==> src/design/jos_pkg.sv <==
// ----------------------------------------------------------------------------
// jos_pkg
// Shared widths, constants and controller/datapath interface types for the
// josephus survivor core.
// ----------------------------------------------------------------------------
package jos_pkg;

    // circle size and survivor width
    localparam int C_NW = 11;
    // step count width
    localparam int C_MW = 10;
    // circle counter width, holds n + 1
    localparam int C_KW = 12;
    // width of r + m
    localparam int C_SW = 12;
    // number of restoring remainder steps, one per quotient bit
    localparam int C_DIV_STEPS = 11;
    // quotient bit index width
    localparam int C_JW = 4;
    // width of the shifted divisor
    localparam int C_DW = C_KW + C_DIV_STEPS - 1;

    localparam logic [C_MW-1:0] C_STEP_RESET = 10'd3;

    // commands from controller to datapath
    typedef struct packed {
        logic load;       // latch circle size and step, restart recurrence
        logic step;       // one recurrence step with a single subtract
        logic div_start;  // start remainder sweep for a large step
        logic div_step;   // one restoring remainder step
        logic out_set;    // capture the result
    } t_cmd;

    // status from datapath to controller
    typedef struct packed {
        logic bad_size;   // empty or oversized circle
        logic done;       // recurrence has covered the whole circle
        logic need_div;   // r + m reaches twice the circle counter
        logic div_last;   // last remainder step
    } t_sts;

endpackage

==> src/design/jos_dpath.sv <==
// ----------------------------------------------------------------------------
// jos_dpath
// Datapath for the survivor recurrence r = (r + m) mod k, k = 2 .. n.
// Holds the step register, the recurrence state, a restoring remainder unit
// and the result registers.
// ----------------------------------------------------------------------------
module jos_dpath #(
    parameter int MAX_PEOPLE = 1024
) (
    input  logic                   i_clk,
    input  logic                   i_rst_n,
    input  logic                   i_step_count_we,
    input  logic [jos_pkg::C_MW-1:0] i_step_count,
    input  logic [jos_pkg::C_NW-1:0] i_circle_size,
    input  jos_pkg::t_cmd          i_cmd,
    output jos_pkg::t_sts          o_sts,
    output logic [jos_pkg::C_NW-1:0] o_survivor,
    output logic                   o_survivor_valid
);
    import jos_pkg::*;

    localparam logic [31:0] C_MAX = 32'(MAX_PEOPLE);

    logic [C_MW-1:0] r_step;
    logic [C_NW-1:0] r_n;
    logic [C_MW-1:0] r_m;
    logic [C_KW-1:0] r_k;
    logic [C_NW-1:0] r_r;
    logic [C_SW-1:0] r_rem;
    logic [C_JW-1:0] r_j;
    logic [C_NW-1:0] r_survivor;
    logic            r_survivor_valid;

    logic [C_SW-1:0] sum;
    logic [C_KW:0]   two_k;
    logic [C_SW:0]   sum_minus_k;
    logic [C_DW-1:0] div_shift;
    logic [C_DW-1:0] rem_wide;
    logic [C_DW-1:0] rem_sub;
    logic [C_SW-1:0] n_rem;
    logic [C_NW-1:0] fast_r;

    // step register, zero behaves as one
    always_ff @(posedge i_clk) begin
        if (!i_rst_n) begin
            r_step <= C_STEP_RESET;
        end else if (i_step_count_we) begin
            r_step <= i_step_count;
        end
    end

    // recurrence arithmetic
    assign sum         = C_SW'(r_r) + C_SW'(r_m);
    assign two_k       = {r_k, 1'b0};
    assign sum_minus_k = {1'b0, sum} - (C_SW+1)'(r_k);
    assign fast_r      = sum_minus_k[C_SW] ? C_NW'(sum) : C_NW'(sum_minus_k);

    // restoring remainder step against k shifted by the current bit index
    assign div_shift = C_DW'(r_k) << r_j;
    assign rem_wide  = C_DW'(r_rem);
    assign rem_sub   = rem_wide - div_shift;
    assign n_rem     = (rem_wide >= div_shift) ? C_SW'(rem_sub) : r_rem;

    // status
    assign o_sts.bad_size = (r_n == '0) || (32'(r_n) > C_MAX);
    assign o_sts.done     = (r_k > C_KW'(r_n));
    assign o_sts.need_div = ((C_KW+1)'(sum) >= two_k);
    assign o_sts.div_last = (r_j == '0);

    // recurrence state
    always_ff @(posedge i_clk) begin
        if (i_cmd.load) begin
            r_n <= i_circle_size;
            r_m <= (r_step == '0) ? C_MW'(1) : r_step;
            r_k <= C_KW'(2);
            r_r <= '0;
        end else if (i_cmd.step) begin
            r_r <= fast_r;
            r_k <= r_k + C_KW'(1);
        end else if (i_cmd.div_start) begin
            r_rem <= sum;
            r_j   <= C_JW'(C_DIV_STEPS - 1);
        end else if (i_cmd.div_step) begin
            r_rem <= n_rem;
            r_j   <= r_j - C_JW'(1);
            if (r_j == '0) begin
                r_r <= C_NW'(n_rem);
                r_k <= r_k + C_KW'(1);
            end
        end
    end

    // result registers
    always_ff @(posedge i_clk) begin
        if (i_cmd.out_set) begin
            r_survivor       <= o_sts.bad_size ? '0 : r_r + C_NW'(1);
            r_survivor_valid <= !o_sts.bad_size;
        end
    end

    assign o_survivor       = r_survivor;
    assign o_survivor_valid = r_survivor_valid;

endmodule

==> src/design/jos_ctrl.sv <==
// ----------------------------------------------------------------------------
// jos_ctrl
// Controller for the survivor core: takes a request, sequences the
// recurrence steps and remainder sweeps, and holds the result until taken.
// ----------------------------------------------------------------------------
module jos_ctrl (
    input  logic          i_clk,
    input  logic          i_rst_n,
    input  logic          i_valid,
    output logic          o_stall,
    output logic          o_valid,
    input  logic          i_stall,
    input  jos_pkg::t_sts i_sts,
    output jos_pkg::t_cmd o_cmd
);
    import jos_pkg::*;

    typedef enum logic [2:0] {
        ST_IDLE,
        ST_CHECK,
        ST_RUN,
        ST_DIV,
        ST_OUT
    } t_state;

    t_state r_state;
    t_state n_state;
    logic   r_valid;
    logic   n_valid;

    // next state and commands
    always_comb begin
        n_state = r_state;
        n_valid = r_valid;
        o_cmd   = '0;
        case (r_state)
            ST_IDLE: begin
                if (i_valid) begin
                    o_cmd.load = 1'b1;
                    n_state    = ST_CHECK;
                end
            end
            ST_CHECK: begin
                if (i_sts.bad_size) begin
                    o_cmd.out_set = 1'b1;
                    n_valid       = 1'b1;
                    n_state       = ST_OUT;
                end else begin
                    n_state = ST_RUN;
                end
            end
            ST_RUN: begin
                if (i_sts.done) begin
                    o_cmd.out_set = 1'b1;
                    n_valid       = 1'b1;
                    n_state       = ST_OUT;
                end else if (i_sts.need_div) begin
                    o_cmd.div_start = 1'b1;
                    n_state         = ST_DIV;
                end else begin
                    o_cmd.step = 1'b1;
                end
            end
            ST_DIV: begin
                o_cmd.div_step = 1'b1;
                if (i_sts.div_last) begin
                    n_state = ST_RUN;
                end
            end
            ST_OUT: begin
                if (!i_stall) begin
                    n_valid = 1'b0;
                    n_state = ST_IDLE;
                end
            end
            default: begin
                n_valid = 1'b0;
                n_state = ST_IDLE;
            end
        endcase
    end

    // state and registered output valid
    always_ff @(posedge i_clk) begin
        if (!i_rst_n) begin
            r_state <= ST_IDLE;
            r_valid <= 1'b0;
        end else begin
            r_state <= n_state;
            r_valid <= n_valid;
        end
    end

    assign o_stall = (r_state != ST_IDLE);
    assign o_valid = r_valid;

endmodule

==> src/design/josephus_survivor_core.sv <==
// ----------------------------------------------------------------------------
// josephus_survivor_core
// Returns the last survivor of a Josephus circle for each requested size.
// ----------------------------------------------------------------------------
// Usage:
//   Input channel: i_valid / o_stall with i_circle_size. A request is taken
//   when i_valid is high and o_stall is low; o_stall is high from the taken
//   request until its result has been delivered.
//   Output channel: o_valid / i_stall with o_survivor and o_survivor_valid,
//   held stable while i_stall is high.
//   i_step_count_we writes i_step_count (0 acts as 1); write only when idle.
// Sequencing: an empty or oversized circle goes from the check state straight
//   to its result. Otherwise the survivor recurrence runs k = 2 .. n, with a
//   single subtract step per k while r + m stays below 2k, and otherwise an
//   11-step restoring remainder sweep for that k. Requests are handled one at
//   a time.
// Reset: synchronous, active low; clears the controller and sets the step
//   to 3. A stalled result simply waits; no new request is taken meanwhile.
// ----------------------------------------------------------------------------
module josephus_survivor_core #(
    parameter int MAX_PEOPLE = 1024
) (
    input  logic                     i_clk,
    input  logic                     i_rst_n,
    input  logic                     i_step_count_we,
    input  logic [jos_pkg::C_MW-1:0] i_step_count,
    input  logic                     i_valid,
    output logic                     o_stall,
    input  logic [jos_pkg::C_NW-1:0] i_circle_size,
    output logic                     o_valid,
    input  logic                     i_stall,
    output logic [jos_pkg::C_NW-1:0] o_survivor,
    output logic                     o_survivor_valid
);
    import jos_pkg::*;

    t_cmd cmd;
    t_sts sts;

    // sequencing
    jos_ctrl u_ctrl (
        .i_clk   (i_clk),
        .i_rst_n (i_rst_n),
        .i_valid (i_valid),
        .o_stall (o_stall),
        .o_valid (o_valid),
        .i_stall (i_stall),
        .i_sts   (sts),
        .o_cmd   (cmd)
    );

    // recurrence and result
    jos_dpath #(
        .MAX_PEOPLE (MAX_PEOPLE)
    ) u_dpath (
        .i_clk            (i_clk),
        .i_rst_n          (i_rst_n),
        .i_step_count_we  (i_step_count_we),
        .i_step_count     (i_step_count),
        .i_circle_size    (i_circle_size),
        .i_cmd            (cmd),
        .o_sts            (sts),
        .o_survivor       (o_survivor),
        .o_survivor_valid (o_survivor_valid)
    );

endmodule

==> config.mk <==
export PLATFORM = sky130hd
export DESIGN_NAME = josephus_survivor_core
export DESIGN_NICKNAME = d
export VERILOG_FILES = /design/src/design/jos_pkg.sv /design/src/design/jos_dpath.sv /design/src/design/jos_ctrl.sv /design/src/design/josephus_survivor_core.sv
export SDC_FILE = /design/constraint.sdc
export NUM_CORES = 1
export LEC_CHECK = 0
export BUFFER_PORTS_ARGS = -buffer_cell sky130_fd_sc_hd__buf_2
export CAP_MARGIN = 40
export CELL_PAD_IN_SITES_DETAIL_PLACEMENT = 1
export CELL_PAD_IN_SITES_GLOBAL_PLACEMENT = 1
export CORE_AREA = 2 2 118 120
export CTS_CLUSTER_SIZE = 30
export DETAILED_ROUTE_END_ITERATION = 12
export DIE_AREA = 0 0 120 122
export GPL_ROUTABILITY_DRIVEN = 0
export GPL_TIMING_DRIVEN = 0
export HOLD_SLACK_MARGIN = 0.15
export PLACE_DENSITY_LB_ADDON = 0.1
export RECOVER_POWER = 100
export SLEW_MARGIN = 10
export SYNTH_ARGS = -nofsm -noshare
export SYNTH_HDL_FRONTEND = slang
export SYNTH_HIERARCHICAL = 1
export SYNTH_SLANG_ARGS = --single-unit
==> constraint.sdc <==
create_clock -name i_clk -period 12.5 [get_ports i_clk]
set_input_delay 1.875 -clock i_clk [delete_from_list [all_inputs] [get_ports i_clk]]
set_output_delay 1.875 -clock i_clk [all_outputs]
set_load 0.005 [all_outputs]
==> metrics.md <==
| Metric | Value |
|---|---|
| Placed cells | `942` |
| Reg2Reg Depth | `23` |
| Tot Pwr | `1.86 mW` |
| WL/cell | `20.6 um` |
| Die area | `0.0146 sq mm` |
| Post-Syn Nets | `810` |
| Design area | `0.00728 sq mm` |
| Crit path launch type | `register` |
| CTS H-tree lvls | `3` |
| Hold_sp | `u_dpath/r_step[0]$_SDFFE_PN1P_` |
| Tightest Pin Transition | `1.33 ns` |
| Starting Density | `48.8%` |
| Total of max-cap violations | `0` |
| Final Max Slew Viols | `0` |
| Fin nets | `861` |
| Area growth, synth to finish | `10.4%` |
| Pwr per Cell Area | `255 mW/mm^2` |
| CP max FO | `8` |
| R2r startpoint | `u_dpath/r_r[1]$_SDFFE_PP0P_` |
| Flops & latches, synth | `86` |
| Initial drt markers | `338` |
| Clock tree root buffer cell | `clkbuf_16` |
| Library cells used by synthesis | `73` |
| Multi-input logic area | `0.00403 sq mm` |
| Mapped Cells | `722` |
| DP HPWL | `15300 um` |
| Mean Syn Cell Area | `9.13 sq um` |
| Buf+Inv Stages, Crit Path | `2` |
| Ys async rst share | `0%` |
| Fin cells | `958` |
| Post-cts sizing count | `0` |
| Number of synthesized flops with an enable pin | `49` |
| Slowest stage cell, crit path | `nor4b_1` |
| Slowest stage delay, CP | `1.07 ns` |
| Largest net degree at the start of global routing | `17` |
| Yosys top cell area share | `22.3%` |
| CTS tree | `done` |
| Stages on worst setup path | `23` |
| Mapped Area | `0.00659 sq mm` |
| CP Data Arrival Time | `6.69 ns` |
| Sink of the worst hold path | `u_dpath/r_step[0]$_SDFFE_PN1P_` |
| Setup TNS | `0 ns` |
| Antenna violations before repair | `0` |
| Clk slew on worst S/H paths | `0.07 ns` |
| CP endpoint kind | `register` |
| GR Overflow Total | `0` |
| RSZ-0062 raised after global routing | `false` |
| Sink Count | `86` |
| Final number of hold-violating endpoints | `0` |
| Top cell family by delay on the critical path | `simple AND/OR/NAND/NOR gates` |
| Clk Latency, worst-skew pair | `0.35 ns` |
| VDD IR max | `0.132 mV` |
| First-pass GRT wire length | `31900 um` |
| Final worst path period share | `51.8%` |
| Vias in the first global route | `6061` |
| YS warnings | `6` |
| Register Area | `0.00221 sq mm` |
| Worst setup path class | `reg -> reg` |
| Setup WS post-layout | `6.02 ns` |
| Worst relative slew slack | `10.0%` |
| Final core occ | `53.9%` |
| Die Wd | `120 um` |
| Main area contributors after synthesis | `edfxtp_1, dfxtp_1, ha_1, mux2i_1, xnor2_1` |
| Placed Area | `0.00703 sq mm` |
| Via/cell ratio | `6.00` |
| Core region area | `0.0135 sq mm` |
| DRC | `0` |
| Total iterations of the first detailed-routing run | `4` |
| Final Skew | `0.00822 ns` |
| DRT Wirelength | `19700 um` |
| Leakage | `2.93 nW` |
| Req. time, crit path | `12.72 ns` |
| Clk buf depth | `2` |
| I/O pin cnt | `40` |
| ANT cells | `0` |
| GRT Util Overall | `28.1%` |
| Worst hold slack | `0.503 ns` |
| Hold_buf cts | `0` |
| Crit-path cells | `ha_1, a21o_1, a211oi_1, o21ai_0, a31o_2, a211oi_1, nor2_1, ha_1, and4_1, a41oi_1, a21boi_0, o21ai_0, a21oi_1, a221o_1, nor4b_1, inv_1, nand3_1, nand2b_1, clkbuf_1, and3_1, nand4_1, xnor2_1, nor2_1` |
| Sequential area share after synthesis | `33.6%` |
| Number of placement rows | `43` |
| Setup violators final | `0` |
| Fmax | `0.154 GHz` |
| # Post-CTS Setup Buffers | `0` |
| Status | `completed` |
| Ys flop type | `edfxtp_1` |
| Post-DRT Antenna Nets | `0` |
| FILL cells | `1618` |
| FF-to-FF setup slack | `6.02 ns` |
| FF-to-FF End | `u_dpath/r_k[10]$_SDFFE_PP0P_` |
| Num CTS Buffers | `9` |
| # port buffers | `38` |
| Ratio of cells with drive above 1 in the final layout | `9.64%` |
| Post-placement setup slack | `6.68 ns` |
| Hold/Removal Path Class | `reg -> reg` |
| Hold depth | `2` |
| Cell taking the most area after synthesis | `edfxtp_1` |
| Fin crit period | `6.48 ns` |
| Total number of vias | `5746` |
| Die height | `122 um` |
metal layers:
layer  up-vias  share of wire, %  track usage [%]
met3        43               3.4             2.62
met5         -                 0                0
met2       141                49             48.6
li1       2739                 -                -
met1      2823                44             35.7
met4         0               3.2             12.3
cell type report:
cell class                      instances  share of cell area (%)
Multi-Input combinational cell        553                    55.3
Inverter                               42                    2.17
Timing Repair Buffer                   40                    2.54
Sequential cell                        86                    30.4
Buffer                                 41                    2.44
Clock buffer                           10                    3.28
Tap cell                              180                    3.09
Clock inverter                          6                   0.739
Yosys cell counts, types with 16 or more instances:
library cell and number:
o21ai_0 38, nor3_1 16, mux2i_1 35, nor2_1 69, ha_1 59, xnor2_1 34
dfxtp_1 37, edfxtp_1 49, nand2_1 42, nor2b_1 21, a21oi_1 41, clkbuf_1 28
inv_1 40
tightest hold or removal path, cell delays in order (launching register included):
cell and delay (ns):
dfxtp_1 0.33, mux2i_1 0.08, nand2_1 0.06
flip-flops by register name, indices dropped and copies added, names as in the netlist:
name	cells
u_dpath/r_r	11
u_dpath/r_j	4
u_dpath/o_survivor_valid	1
u_dpath/r_rem	12
u_dpath/r_n	11
u_ctrl/o_valid	1
u_dpath/r_step	10
u_dpath/r_m	10
u_ctrl/r_state	3
u_dpath/r_k	12
u_dpath/o_survivor	11
cells by family (layout without fill, tap and decap cells):
kind of cell / after synthesis / in the layout / share of synthesized area [%]
xor gates and xnor gates: 47 / 47 / 6.25
DFF: 86 / 86 / 33.6
buffers and inverters: 83 / 139 / 5.15
muxes: 47 / 47 / 7.94
and+or+nand+nor: 224 / 224 / 17.4
adders and majority gates: 62 / 62 / 12.1
AOI/OAI and AO/OA: 173 / 173 / 17.6
power breakdown:
part           internal [mW]  leakage, nW  switching (mW)  total, mW
registers              0.390        0.759          0.0553      0.445
clock network          0.143        0.141           0.122      0.266
logic                  0.454         2.03           0.691       1.14
total                  0.987         2.93           0.868       1.86
worst max path at each step:
stage,startpoint,end
after floorplan,u_dpath/r_m[1]$_SDFFCE_PN0P_,u_dpath/r_k[10]$_SDFFE_PP0P_
after global placement,u_dpath/r_r[1]$_SDFFE_PP0P_,u_dpath/r_k[10]$_SDFFE_PP0P_
after detailed placement,u_dpath/r_r[1]$_SDFFE_PP0P_,u_dpath/r_k[11]$_SDFFE_PP0P_
after CTS,u_dpath/r_r[1]$_SDFFE_PP0P_,u_dpath/r_k[11]$_SDFFE_PP0P_
after global routing,u_dpath/r_r[1]$_SDFFE_PP0P_,u_dpath/r_k[7]$_SDFFE_PP0P_
final,u_dpath/r_r[1]$_SDFFE_PP0P_,u_dpath/r_k[10]$_SDFFE_PP0P_
layout by cell type, fill, tap and decap left out, drive strengths merged, types with 34 or more instances in the layout:
cell | synthesis | layout
a21oi | 41 | 41
nor2 | 69 | 69
mux2i | 35 | 35
edfxtp | 49 | 49
dfxtp | 37 | 37
clkbuf | 28 | 51
o21ai | 40 | 40
nand2 | 42 | 42
buf | 13 | 40
inv | 41 | 43
ha | 59 | 59
xnor2 | 34 | 34
No activity file was read; power rests on OpenSTA's default activity.
